==> src/design/radio_packet_rx_deframer_macros.svh <==
// ---------------------------------------------------------------------------
// radio packet rx deframer assertion macros
// clocked concurrent assertion helpers for the deframer control rtl
// ---------------------------------------------------------------------------
`ifndef RADIO_PACKET_RX_DEFRAMER_MACROS_SVH
`define RADIO_PACKET_RX_DEFRAMER_MACROS_SVH

// property holds on every edge out of reset
`define RPD_ASSERT(lbl, prop, msg) \
    lbl: assert property (@(posedge clk) disable iff (!rst_n) (prop)) else $error(msg);

// consequent holds in the cycle after the antecedent
`define RPD_ASSERT_NEXT(lbl, ante, cons, msg) \
    lbl: assert property (@(posedge clk) disable iff (!rst_n) (ante) |=> (cons)) else $error(msg);

`endif

==> src/design/rpd_pkg.sv <==
// ---------------------------------------------------------------------------
// rpd_pkg
// request and result types, op and event codes, crc byte update
// ---------------------------------------------------------------------------
package rpd_pkg;

    localparam logic [1:0] OP_RX      = 2'd0;
    localparam logic [1:0] OP_READ    = 2'd1;
    localparam logic [1:0] OP_POLL    = 2'd2;
    localparam logic [1:0] OP_RELEASE = 2'd3;

    localparam logic [1:0] EV_STORED  = 2'd0;
    localparam logic [1:0] EV_DROP    = 2'd1;
    localparam logic [1:0] EV_DONE    = 2'd2;
    localparam logic [1:0] EV_NONE    = 2'd3;

    localparam logic [7:0]  HDR_XOR_OK = 8'hFF;
    localparam logic [15:0] CRC_INIT   = 16'h0000;
    localparam logic [15:0] CRC_POLY   = 16'h8408;
    localparam logic [7:0]  MIN_LEN    = 8'd2;

    typedef struct packed {
        logic [1:0] op;
        logic [7:0] rx_byte;
        logic [6:0] read_index;
    } in_item_t;

    typedef struct packed {
        logic [1:0] event_res;
        logic [7:0] read_byte;
        logic       frame_ready;
        logic [5:0] payload_len;
    } out_item_t;

    typedef struct packed {
        logic [1:0] event_res;
        logic       rd_en;
        logic       frame_ready;
        logic [5:0] payload_len;
    } rpd_meta_t;

    function automatic logic [15:0] crc16_byte(input logic [15:0] crc, input logic [7:0] b);
        logic [15:0] c;
        c = crc ^ {8'h00, b};
        for (int i = 0; i < 8; i++) begin
            c = c[0] ? ((c >> 1) ^ CRC_POLY) : (c >> 1);
        end
        return c;
    endfunction

endpackage

==> src/design/rpd_store.sv <==
// ---------------------------------------------------------------------------
// rpd_store
// frame byte memory for both packet buffers, one port, registered read
// ---------------------------------------------------------------------------
module rpd_store #(
    parameter int DEPTH  = 136,
    parameter int ADDR_W = 8
) (
    input  logic              clk,
    input  logic              we,
    input  logic              re,
    input  logic [ADDR_W-1:0] addr,
    input  logic [7:0]        wdata,
    output logic [7:0]        rdata
);

    logic [7:0] mem [DEPTH];
    logic [7:0] rdata_reg;

    always_ff @(posedge clk)
    begin
        if (we)
        begin
            mem[addr] <= wdata;
        end
        if (re)
        begin
            rdata_reg <= mem[addr];
        end
    end

    assign rdata = rdata_reg;

endmodule

==> src/design/rpd_ctrl.sv <==
// ---------------------------------------------------------------------------
// rpd_ctrl
// frame receive state, header check, crc lag, buffer ownership, store access
// ---------------------------------------------------------------------------
`include "radio_packet_rx_deframer_macros.svh"

module rpd_ctrl
    import rpd_pkg::*;
#(
    parameter int HEADER_BYTES = 4,
    parameter int MAX_DATA     = 64,
    parameter int DEST_POS     = 0,
    parameter int SRC_POS      = 1,
    parameter int LEN_POS      = 2,
    parameter int SLOT_BYTES   = 68,
    parameter int ADDR_W       = 8
) (
    input  logic              clk,
    input  logic              rst_n,
    input  logic              fire,
    input  in_item_t          item,
    input  logic [7:0]        own_addr,
    output logic              mem_we,
    output logic              mem_re,
    output logic [ADDR_W-1:0] mem_addr,
    output logic [7:0]        mem_wdata,
    output rpd_meta_t         meta
);

    localparam int POS_W = $clog2(SLOT_BYTES + 1);
    localparam int CMP_W = $clog2(HEADER_BYTES + 256) + 1;

    logic             receiving_reg, receiving_next;
    logic [POS_W-1:0] byte_pos_reg, byte_pos_next;
    logic [7:0]       header_xor_reg, header_xor_next;
    logic             write_sel_reg, write_sel_next;
    logic             read_sel_reg, read_sel_next;
    logic             buf_full_reg [2];
    logic             buf_full_next [2];
    logic             buf_crc_good_reg [2];
    logic             buf_crc_good_next [2];
    logic [15:0]      crc_reg, crc_next;
    logic [7:0]       lag0_reg, lag0_next;
    logic [7:0]       lag1_reg, lag1_next;
    logic [7:0]       dest_reg [2];
    logic [7:0]       dest_next [2];
    logic [7:0]       src_reg [2];
    logic [7:0]       src_next [2];
    logic [7:0]       len_reg [2];
    logic [7:0]       len_next [2];

    logic             rx_op;
    logic             wr_first;
    logic             wr_mid;
    logic             wr_en;
    logic [POS_W-1:0] wpos;
    logic [7:0]       dest_v;
    logic [7:0]       src_v;
    logic [7:0]       len_v;
    logic [1:0]       ev;
    logic             rd_ok;
    logic             ready;
    logic [7:0]       plen_full;
    logic [ADDR_W-1:0] mem_pos;
    logic             mem_sel;

    assign rx_op    = fire && (item.op == OP_RX);
    assign wr_first = rx_op && !receiving_reg && !buf_full_reg[write_sel_reg];
    assign wr_mid   = rx_op && receiving_reg &&
                      (CMP_W'(byte_pos_reg) < CMP_W'(SLOT_BYTES));
    assign wr_en    = wr_first || wr_mid;
    assign wpos     = wr_first ? '0 : byte_pos_reg;

    // header byte shadows, updated with the byte written this cycle
    always_comb
    begin
        dest_next = dest_reg;
        src_next  = src_reg;
        len_next  = len_reg;
        if (wr_en)
        begin
            if (CMP_W'(wpos) == CMP_W'(DEST_POS))
            begin
                dest_next[write_sel_reg] = item.rx_byte;
            end
            if (CMP_W'(wpos) == CMP_W'(SRC_POS))
            begin
                src_next[write_sel_reg] = item.rx_byte;
            end
            if (CMP_W'(wpos) == CMP_W'(LEN_POS))
            begin
                len_next[write_sel_reg] = item.rx_byte;
            end
        end
    end

    assign dest_v = (DEST_POS < SLOT_BYTES) ? dest_next[write_sel_reg] : 8'h00;
    assign src_v  = (SRC_POS < SLOT_BYTES) ? src_next[write_sel_reg] : 8'h00;
    assign len_v  = (LEN_POS < SLOT_BYTES) ? len_next[write_sel_reg] : 8'h00;

    always_comb
    begin
        receiving_next    = receiving_reg;
        byte_pos_next     = byte_pos_reg;
        header_xor_next   = header_xor_reg;
        write_sel_next    = write_sel_reg;
        read_sel_next     = read_sel_reg;
        buf_full_next     = buf_full_reg;
        buf_crc_good_next = buf_crc_good_reg;
        crc_next          = crc_reg;
        lag0_next         = lag0_reg;
        lag1_next         = lag1_reg;
        ev                = EV_NONE;
        rd_ok             = 1'b0;
        if (fire)
        begin
            unique case (item.op)
                OP_RX:
                begin
                    if (!receiving_reg)
                    begin
                        if (buf_full_reg[write_sel_reg])
                        begin
                            ev = EV_DROP;
                        end
                        else
                        begin
                            receiving_next  = 1'b1;
                            byte_pos_next   = POS_W'(1);
                            header_xor_next = item.rx_byte;
                            crc_next        = CRC_INIT;
                            lag0_next       = 8'h00;
                            lag1_next       = 8'h00;
                            buf_crc_good_next[write_sel_reg] = 1'b0;
                            ev              = EV_STORED;
                        end
                    end
                    else if (!wr_mid)
                    begin
                        receiving_next = 1'b0;
                        ev             = EV_DROP;
                    end
                    else
                    begin
                        if (CMP_W'(byte_pos_reg) >= CMP_W'(HEADER_BYTES))
                        begin
                            if (CMP_W'(byte_pos_reg) >= CMP_W'(HEADER_BYTES + 2))
                            begin
                                crc_next = crc16_byte(crc_reg, lag0_reg);
                            end
                            lag0_next = lag1_reg;
                            lag1_next = item.rx_byte;
                        end
                        byte_pos_next   = byte_pos_reg + POS_W'(1);
                        header_xor_next = header_xor_reg ^ item.rx_byte;
                        ev              = EV_STORED;
                        if ((CMP_W'(byte_pos_next) == CMP_W'(HEADER_BYTES)) &&
                            ((header_xor_next != HDR_XOR_OK) || (dest_v != own_addr) ||
                             (src_v == own_addr) || (len_v > 8'(MAX_DATA))))
                        begin
                            receiving_next = 1'b0;
                            ev             = EV_DROP;
                        end
                        else if ((CMP_W'(byte_pos_next) >= CMP_W'(HEADER_BYTES)) &&
                                 (CMP_W'(byte_pos_next) ==
                                  CMP_W'(HEADER_BYTES) + CMP_W'(len_v)))
                        begin
                            buf_crc_good_next[write_sel_reg] = (len_v >= MIN_LEN) &&
                                (crc_next == {lag1_next, lag0_next});
                            buf_full_next[write_sel_reg] = 1'b1;
                            write_sel_next = ~write_sel_reg;
                            receiving_next = 1'b0;
                            ev             = EV_DONE;
                        end
                    end
                end
                OP_READ:
                begin
                    rd_ok = CMP_W'(item.read_index) < CMP_W'(SLOT_BYTES);
                end
                OP_POLL:
                begin
                    if (buf_full_reg[read_sel_reg] && !buf_crc_good_reg[read_sel_reg])
                    begin
                        buf_full_next[read_sel_reg] = 1'b0;
                        read_sel_next = ~read_sel_reg;
                    end
                end
                OP_RELEASE:
                begin
                    if (buf_full_reg[read_sel_reg])
                    begin
                        buf_full_next[read_sel_reg] = 1'b0;
                        read_sel_next = ~read_sel_reg;
                    end
                end
                default:
                begin
                    ev = EV_NONE;
                end
            endcase
        end
    end

    assign ready     = buf_full_next[read_sel_next] && buf_crc_good_next[read_sel_next];
    assign plen_full = ((LEN_POS < SLOT_BYTES) ? len_next[read_sel_next] : 8'h00) - MIN_LEN;

    assign meta.event_res   = ev;
    assign meta.rd_en       = rd_ok;
    assign meta.frame_ready = ready;
    assign meta.payload_len = ready ? plen_full[5:0] : 6'd0;

    // store port: write of a received byte or read for a read request
    assign mem_we    = wr_en;
    assign mem_re    = rd_ok;
    assign mem_wdata = item.rx_byte;
    assign mem_sel   = wr_en ? write_sel_reg : read_sel_reg;
    assign mem_pos   = wr_en ? ADDR_W'(wpos) : ADDR_W'(item.read_index);
    assign mem_addr  = mem_sel ? (ADDR_W'(SLOT_BYTES) + mem_pos) : mem_pos;

    always_ff @(posedge clk or negedge rst_n)
    begin
        if (!rst_n)
        begin
            receiving_reg       <= 1'b0;
            byte_pos_reg        <= '0;
            header_xor_reg      <= 8'h00;
            write_sel_reg       <= 1'b0;
            read_sel_reg        <= 1'b0;
            buf_full_reg[0]     <= 1'b0;
            buf_full_reg[1]     <= 1'b0;
            buf_crc_good_reg[0] <= 1'b0;
            buf_crc_good_reg[1] <= 1'b0;
            crc_reg             <= CRC_INIT;
            lag0_reg            <= 8'h00;
            lag1_reg            <= 8'h00;
        end
        else
        begin
            receiving_reg    <= receiving_next;
            byte_pos_reg     <= byte_pos_next;
            header_xor_reg   <= header_xor_next;
            write_sel_reg    <= write_sel_next;
            read_sel_reg     <= read_sel_next;
            buf_full_reg     <= buf_full_next;
            buf_crc_good_reg <= buf_crc_good_next;
            crc_reg          <= crc_next;
            lag0_reg         <= lag0_next;
            lag1_reg         <= lag1_next;
        end
    end

    always_ff @(posedge clk)
    begin
        dest_reg <= dest_next;
        src_reg  <= src_next;
        len_reg  <= len_next;
    end

    `RPD_ASSERT(a_rx_buf_free, receiving_reg |-> !buf_full_reg[write_sel_reg], "receiving into a full buffer")
    `RPD_ASSERT(a_one_port, !(mem_we && mem_re), "store write and read in one cycle")
    `RPD_ASSERT(a_pos_range, CMP_W'(byte_pos_reg) <= CMP_W'(SLOT_BYTES), "byte position past buffer end")
    `RPD_ASSERT_NEXT(a_done_toggle, fire && (ev == EV_DONE), (write_sel_reg != $past(write_sel_reg)) && buf_full_reg[$past(write_sel_reg)], "completed frame did not switch buffers")

endmodule

==> src/design/radio_packet_rx_deframer.sv <==
// ---------------------------------------------------------------------------
// radio_packet_rx_deframer
// receive deframer with header check, crc16 and a double packet buffer
// ---------------------------------------------------------------------------
// in_valid/in_stall carry one request per accepted edge: a received byte,
// a read of a stored byte, a poll or a release. every request returns one
// result on out_valid/out_stall: receive event, read byte, frame ready flag
// and payload length of the read-side buffer after the request. the user must
// write the node address through cfg_valid/cfg_ready/cfg_data only while no
// request is in flight, unenforced by the block; cfg_ready is always high.
// the accepting edge registers the control update and the frame store access;
// the store's registered read data then lands in the output register, and
// out_valid rises with it. one request is taken every cycle while in_stall
// is low; the single store port carries either write or read.
// a stalled result holds in the output register while one more request is
// taken into the store read stage; in_stall rises only when both are full.
// reset clears the receive state, both buffers become free, the address
// reads zero and the frame store keeps whatever it held.
// ---------------------------------------------------------------------------
module radio_packet_rx_deframer
    import rpd_pkg::*;
#(
    parameter int HEADER_BYTES = 4,
    parameter int MAX_DATA     = 64,
    parameter int DEST_POS     = 0,
    parameter int SRC_POS      = 1,
    parameter int LEN_POS      = 2
) (
    input  logic       clk,
    input  logic       rst_n,
    input  logic       in_valid,
    output logic       in_stall,
    input  in_item_t   in_item,
    output logic       out_valid,
    input  logic       out_stall,
    output out_item_t  out_item,
    input  logic       cfg_valid,
    output logic       cfg_ready,
    input  logic [7:0] cfg_data
);

    localparam int SLOT_BYTES = HEADER_BYTES + MAX_DATA;
    localparam int DEPTH      = 2 * SLOT_BYTES;
    localparam int ADDR_W     = $clog2(DEPTH);

    logic [7:0]        own_addr_reg;
    logic              s1_valid_reg, s1_valid_next;
    rpd_meta_t         s1_meta_reg;
    logic              out_valid_reg, out_valid_next;
    out_item_t         out_item_reg;
    logic              advance_out;
    logic              fire;
    rpd_meta_t         meta;
    logic              mem_we;
    logic              mem_re;
    logic [ADDR_W-1:0] mem_addr;
    logic [7:0]        mem_wdata;
    logic [7:0]        mem_rdata;

    assign cfg_ready   = 1'b1;
    assign advance_out = !out_valid_reg || !out_stall;
    assign in_stall    = s1_valid_reg && !advance_out;
    assign fire        = in_valid && !in_stall;

    rpd_ctrl #(
        .HEADER_BYTES (HEADER_BYTES),
        .MAX_DATA     (MAX_DATA),
        .DEST_POS     (DEST_POS),
        .SRC_POS      (SRC_POS),
        .LEN_POS      (LEN_POS),
        .SLOT_BYTES   (SLOT_BYTES),
        .ADDR_W       (ADDR_W)
    ) u_ctrl (
        .clk       (clk),
        .rst_n     (rst_n),
        .fire      (fire),
        .item      (in_item),
        .own_addr  (own_addr_reg),
        .mem_we    (mem_we),
        .mem_re    (mem_re),
        .mem_addr  (mem_addr),
        .mem_wdata (mem_wdata),
        .meta      (meta)
    );

    rpd_store #(
        .DEPTH  (DEPTH),
        .ADDR_W (ADDR_W)
    ) u_store (
        .clk   (clk),
        .we    (mem_we),
        .re    (mem_re),
        .addr  (mem_addr),
        .wdata (mem_wdata),
        .rdata (mem_rdata)
    );

    assign s1_valid_next  = fire || (s1_valid_reg && !advance_out);
    assign out_valid_next = advance_out ? s1_valid_reg : out_valid_reg;

    always_ff @(posedge clk or negedge rst_n)
    begin
        if (!rst_n)
        begin
            own_addr_reg  <= 8'h00;
            s1_valid_reg  <= 1'b0;
            out_valid_reg <= 1'b0;
        end
        else
        begin
            if (cfg_valid && cfg_ready)
            begin
                own_addr_reg <= cfg_data;
            end
            s1_valid_reg  <= s1_valid_next;
            out_valid_reg <= out_valid_next;
        end
    end

    always_ff @(posedge clk)
    begin
        if (fire)
        begin
            s1_meta_reg <= meta;
        end
        if (advance_out && s1_valid_reg)
        begin
            out_item_reg.event_res   <= s1_meta_reg.event_res;
            out_item_reg.read_byte   <= s1_meta_reg.rd_en ? mem_rdata : 8'h00;
            out_item_reg.frame_ready <= s1_meta_reg.frame_ready;
            out_item_reg.payload_len <= s1_meta_reg.payload_len;
        end
    end

    assign out_valid = out_valid_reg;
    assign out_item  = out_item_reg;

endmodule

==> config.mk <==
export PLATFORM = sky130hd
export DESIGN_NAME = radio_packet_rx_deframer
export DESIGN_NICKNAME = d
export VERILOG_FILES = /design/src/design/rpd_pkg.sv /design/src/design/rpd_store.sv /design/src/design/rpd_ctrl.sv /design/src/design/radio_packet_rx_deframer.sv
export VERILOG_INCLUDE_DIRS = /design/src /design/src/design
export SDC_FILE = /design/constraint.sdc
export NUM_CORES = 1
export LEC_CHECK = 0
export ABC_AREA = 1
export BUFFER_PORTS_ARGS = -buffer_cell sky130_fd_sc_hd__buf_2
export CAP_MARGIN = 20
export CORE_ASPECT_RATIO = 1.5
export CORE_MARGIN = 5
export CORE_UTILIZATION = 35
export CTS_CLUSTER_SIZE = 16
export DETAILED_ROUTE_END_ITERATION = 10
export MAX_ROUTING_LAYER = met4
export PLACE_DENSITY = 0.49
export REMOVE_ABC_BUFFERS = 1
export SLEW_MARGIN = 0
export SYNTH_ARGS = -nofsm -noshare
export SYNTH_HDL_FRONTEND = slang
export SYNTH_SLANG_ARGS = --single-unit
==> constraint.sdc <==
create_clock -name clk -period 4.4 [get_ports clk]
set_input_delay 0.44 -clock clk [delete_from_list [all_inputs] [get_ports clk]]
set_output_delay 0.44 -clock clk [all_outputs]
set_load 0.01 [all_outputs]
Word level (Yosys, flattened, before mapping):

Memory sizes are Yosys's and may differ from the RTL's. A register that Yosys moved wholly into a read port is not among the register bits.
Cells that the tools add are included.

* add/sub/neg operators: 4
* $mul: 0
* divide/modulo/power cells: 0
* order comparisons: 12
* equal/unequal tests: 13
* shift operators: 0
* muxes and demuxes: 118
* bitwise gates (word level): 21
* reduce and logical (&&, ||, !) cells: 33

Operators by type and width (count)
* $mux W16: 23
* $mux W8: 29
* $bwmux W16: 3
* $mux W2: 18
* $mux W7: 5
* $mux W1: 31
* $not A2 Y3: 8
* $ge A7 B3 Y1 const B: 3
* $mux W6: 3
* $eq A16 B16 Y1: 1
* $xor A16 B8 Y16: 1
* $logic_and A1 B1 Y1: 15
* $lt A7 B7 Y1 const B: 2
* $eq A7 B10 Y1: 1
* $add A3 B8 Y9 const A: 1
* $add A7 B8 Y8 const A: 1
* $demux W8 S1: 1
* $eq A8 B8 Y1: 1
* $ge A8 B2 Y1 const B: 1
* $gt A8 B7 Y1 const B: 1
* $ne A8 B8 Y1: 1
* $ne A8 B8 Y1 const B: 1
* $xor A8 B8 Y8: 1
* $add A7 B1 Y7 const B: 1
* other kinds (26): 48

* bits in registers: 139
* bits in latches: 0
* RAM bits: 1088
* bits in read-only memories: 0
* bits of input ports: 30
* output and inout port bits: 20
* word-level logic and storage cells: 231
* memories kept: 1

Memory list
* u_store.mem: depth 136, width 8, read ports 1, clocked after Yosys merged registers in 1, write ports 1, RTL line rpd_store.sv:17 `logic [7:0] mem [DEPTH];`

Longest topological paths before layout:

* word-level depth: 36
* mapped depth: 29

Hierarchy:

A second synthesis with hierarchy kept.

* cells, all modules: 5219
* area, all modules: 53146.0 µm²

Modules (own cells, without submodules)
* rpd_store: instances 1, cells an instance 4083, area each 44757.9 µm², sequential area each 32911.6 µm²
* rpd_ctrl: instances 1, cells an instance 1045, area each 7099.3 µm², sequential area each 2312.2 µm²
* radio_packet_rx_deframer: instances 1, cells an instance 91, area each 1288.7 µm², sequential area each 1061.0 µm²

Worst setup path after synthesis:

Ideal clock, no wire load.

* path type: register to register
* from: register out_valid_reg (netlist: out_valid)
* to: memory u_store.mem[120][0] (enable)
* library setup time: 0.370 ns
* data arrival time: 3.280 ns
* slack: 0.750 ns
* stages on the path, launching flop included: 21
* period minus slack after synthesis: 3.650 ns
* cell sequence: dfrtp_1 nand3_1 nand3_4 nor2_4 nand2_4 nand2_4 buf_6 inv_2 buf_6 nand2_1 o31ai_1 ha_1 nand2_1 xor2_1 inv_1 nor2_2 inv_1 nor2_2 inv_2 clkbuf_1 nor2_1

* longest elaborated chain between the ends: 13
* elaborated cells between the ends (all ways): 19

Ends and longest elaborated chain
* start, declared: RTL line radio_packet_rx_deframer.sv:49 `logic out_valid_reg, out_valid_next;`
* start signal, assigned: RTL line radio_packet_rx_deframer.sv:116 `out_valid_reg <= out_valid_next;`
* $logic_not A1 Y1 (*): RTL line radio_packet_rx_deframer.sv:61 `assign advance_out = !out_valid_reg || !out_stall;`
* $logic_or A1 B1 Y1 (*): RTL line radio_packet_rx_deframer.sv:61
* $logic_not A1 Y1 (*): RTL line radio_packet_rx_deframer.sv:62 `assign in_stall = s1_valid_reg && !advance_out;`
* $logic_and A1 B1 Y1 (*): RTL line radio_packet_rx_deframer.sv:62
* $logic_not A1 Y1 (*): RTL line radio_packet_rx_deframer.sv:63 `assign fire = in_valid && !in_stall;`
* $logic_and A1 B1 Y1 (*): RTL line radio_packet_rx_deframer.sv:63
* $logic_and A1 B1 Y1 (*): RTL line rpd_ctrl.sv:67 `assign rx_op = fire && (item.op == OP_RX);`
* $logic_and A1 B1 Y1, on equally long branches (2 in a row): RTL line rpd_ctrl.sv:68, rpd_ctrl.sv:69
* $mux W7 / $logic_or A1 B1 Y1 (equally long branches): RTL line rpd_ctrl.sv:72, rpd_ctrl.sv:71
* $mux W7: RTL line rpd_ctrl.sv:218 `assign mem_pos = wr_en ? ADDR_W'(wpos) : ADDR_W'(item.read_index);`
* $add A7 B8 Y8: RTL line rpd_ctrl.sv:219 `assign mem_addr = mem_sel ? (ADDR_W'(SLOT_BYTES) + mem_pos) : mem_pos;`
* $mux W8: RTL line rpd_ctrl.sv:219
* end, declared: RTL line rpd_store.sv:17

Mark *: on every way between the ends. The rest lies on a longest branch, timed or not.

Worst setup path in the final report:

* from: register out_valid_reg (netlist: out_valid)
* to: register u_store.rdata_reg[3] (netlist: u_store.rdata[3]), read port of u_store.mem (data pin)

* longest elaborated chain between the ends: 13
* elaborated cells between the ends (all ways): 18

Ends and longest elaborated chain
* $logic_not A1 Y1 (*): RTL line radio_packet_rx_deframer.sv:61
* $logic_or A1 B1 Y1 (*): RTL line radio_packet_rx_deframer.sv:61
* $logic_not A1 Y1 (*): RTL line radio_packet_rx_deframer.sv:62
* $logic_and A1 B1 Y1 (*): RTL line radio_packet_rx_deframer.sv:62
* $logic_not A1 Y1 (*): RTL line radio_packet_rx_deframer.sv:63
* $logic_and A1 B1 Y1 (*): RTL line radio_packet_rx_deframer.sv:63
* $logic_and A1 B1 Y1: RTL line rpd_ctrl.sv:67
* $logic_and A1 B1 Y1, on equally long branches (2 in a row): RTL line rpd_ctrl.sv:68, rpd_ctrl.sv:69
* $mux W7 / $logic_or A1 B1 Y1 (equally long branches): RTL line rpd_ctrl.sv:72, rpd_ctrl.sv:71
* $mux W7: RTL line rpd_ctrl.sv:218
* $add A7 B8 Y8: RTL line rpd_ctrl.sv:219
* $mux W8: RTL line rpd_ctrl.sv:219
* end, declared: RTL line rpd_store.sv:18 `logic [7:0] rdata_reg;`

Marked as above.
A chain may end at the register's enable or synchronous reset.

==> impl_results.md <==
- Vias: 31,439
- Core footprint: 141,000 um2
- TritonCTS clock tree: yes
- CTS buffer count: 115
- Vias in the first global route: 31,970
- Routed length per instance: 25.0 um
- Mapped cell area: 49,500 um2
- RSZ-0062 raised after global routing: no
- Gp weighted congestion: 0.864
- Largest fanout on the critical path: 28
- Yosys top cell by area: edfxtp_1
- Setup WS pre-CTS: -0.0459 ns
- Hpwl dp: 99,700 um
- Clock Sinks: 1,235
- Synth-to-Final Area Change: 16.9%
- Ys flop type: edfxtp_1
- Post-Layout Inst Area: 57,900 um2
- Largest net degree at the start of global routing: 75
- Initial DRC count: 2,409
- Synth Instances: 3,740
- Sequential element share of the synthesized area: 73.3%
- Layout cells sized above 1: 15.6%
- Setup tns final: 0 ns
- Hold crit path type: input port to register
- WS Path Type: register to register
- Initial antenna violation count: 3
- VDD IR max: 0.295 mV
- H-tree depth: 3
- Root Buffer: clkbuf_16
- Port Buffer Count: 48
- Initial Util: 35.1%
- I/O pins: 50
- Post-route DRC violation count: 0
- Cell row count: 169
- Skew-Pair Late Insertion Delay: 0.75 ns
- Number of flip-flops in the largest register: 1,088
- F_max: 242 MHz
- Max capacitance violation total: 0
- Synth top area share: 68.1%
- LEAKAGE: 20.5 nW
- Max Slew Vio Count: 0
- Most frequent cells after synthesis: 1,123 x edfxtp_1, 772 x nand2_1, 529 x a22oi_1
- Die width: 317 um
- Syn_area_per_cell: 13.2 um2
- Area after DPL: 54,000 um2
- Grt ovf: 0
- Min Hold Slack: 0.0855 ns
- Global-route wire length before repair: 219,000 um
- Worst EP required: 4.90 ns
- Period minus WS final: 4.14 ns
- Final core utilization: 41.0%
- Crit end category: register
- Longest Clk Path Bufs: 3
- Top post-synthesis cells by area: edfxtp_1 68%, a22oi_1 8.0%, nand2_1 5.9%
- CTS clock-pin slew for the worst setup and hold paths: 0.07 ns
- Post-DRT Antenna Nets: 0
- Slew @ Worst Pin: 1.03 ns
- Via-per-instance ratio: 5.22
- Fin. Hold Viols: 0
- GRT Resource Usage Total: 20.4%
- Die H: 471 um
- Asr flop ratio synth: 5.18%
- Netlist cell types: 58
- Post-synth EDFFs: 1,123
- Routed wire length: 151,000 um
- Nets@finish: 4,075
- Yosys warns: 0
- Final Cycle Share: 94.1%
- Die area: 149,000 um2
- # setup viols final: 0
- Outcome: complete, no violations
- Power Dens Cells: 508 nW/um2
- Final worst-path setup slack: 0.260 ns
- Initial DRT Pass Iterations: 5
- Arr. time, crit path: 4.64 ns
- Slew headroom: 31.5%
- Synth Register Bits: 1,235
- Most frequent cell after synthesis: edfxtp_1
- Critical Path Start Type: register
- Clk_skew: 0.0353 ns
==> worst max-delay path, stage by stage (launching register included) <==
cell	delay, ns
dfrtp_1	0.41
nand3_2	0.16
nand3_4	0.14
clkinv_2	0.11
nand2_4	0.19
nand2_4	0.14
inv_4	0.22
nand2_1	0.09
o31ai_1	0.12
ha_1	0.30
inv_1	0.07
o21ai_2	0.11
inv_2	0.15
nor2_4	0.05
buf_4	0.25
nand2_1	0.16
nand4_1	0.36
a221oi_1	0.57
buf_4	0.19
nand3_1	0.07
==> metrics by stage <==
step | power (mW) | std cells
2_1_floorplan | 17.2 | 3549
3_3_place_gp | 19.6 | 5791
3_5_place_dp | 19.6 | 5791
4_1_cts | 29.7 | 6017
5_1_grt | 30.7 | 6019
6_report | 29.4 | 6019
==> metal layers <==
layer	track usage (%)	vias to the layer above	share of wire, %
li1	-	14458	-
met1	24.2	15910	40
met2	35.6	841	52
met3	2.45	230	4.5
met4	7.41	0	3.7
met5	-	-	0
==> power by group <==
group | internal [mW] | switching, mW | total (mW)
Sequential | 13.1 | 0.203 | 13.3
Clock | 5.59 | 4.45 | 10.0
Combinational | 1.91 | 4.15 | 6.06
Total | 20.6 | 8.81 | 29.4
==> cells in the final DEF, fill, tap and decap left out, types with 48 or more instances in the layout <==
master | Yosys | routed
a21oi_1 | 79 | 78
a22oi_1 | 529 | 529
buf_4 | 1 | 292
clkbuf_16 | 0 | 121
dfrtp_1 | 64 | 64
dfxtp_1 | 48 | 48
edfxtp_1 | 1123 | 1123
inv_1 | 168 | 168
nand2_1 | 772 | 770
nand3_1 | 108 | 107
nor2_1 | 202 | 198
o21ai_0 | 96 | 96
==> area by class of cell <==
class                      instances  area (um2)
timing repair buffer             372        3050
fill                           13199       83200
tap                             1881        2350
clock inverter                    73         633
clock buffer                     142        3140
antenna                            2        5.00
inverter                         197         766
multi-input combinational       2117       11700
sequential                      1235       36300
==> cell families (layout without fill, tap and decap cells) <==
kind of cell             after synthesis  count (layout)  share of synthesized area [%]
buffers and inverters                388             784                           3.33
AO/OA/AOI/OAI                        836             836                           11.9
XOR/XNOR                              40              40                          0.707
adder cells (fa/ha/maj)                7               7                          0.177
multiplexers                           1               1                         0.0202
AND/OR/NAND/NOR                     1232            1232                           10.6
other                                  1               3                        0.00757
flip-flops                          1235            1235                           73.3
==> final timing paths <==
check                      slack, ns  cells after the start           start                 end
max in group asynchronous       3.24                      3           rst_n     own_addr_reg[0]
min                             0.09                      1     in_item[13]  u_store.mem[52][6]
max                             0.26                     19       out_valid    u_store.rdata[3]
min reg2reg                     0.42                      0  s1_meta_reg[1]         out_item[1]
min in group asynchronous       0.10                      2           rst_n  u_ctrl.lag1_reg[7]
max reg2reg                     0.26                     19       out_valid    u_store.rdata[3]
==> repair_timing <==
item	4_1_cts	5_1_grt
resized for setup	0	11
setup buffers	0	0
setup endpoints to repair	0	582
endpoints found under the hold margin	24	0
hold buffers	11	0
(Power assumes the default switching activity.)
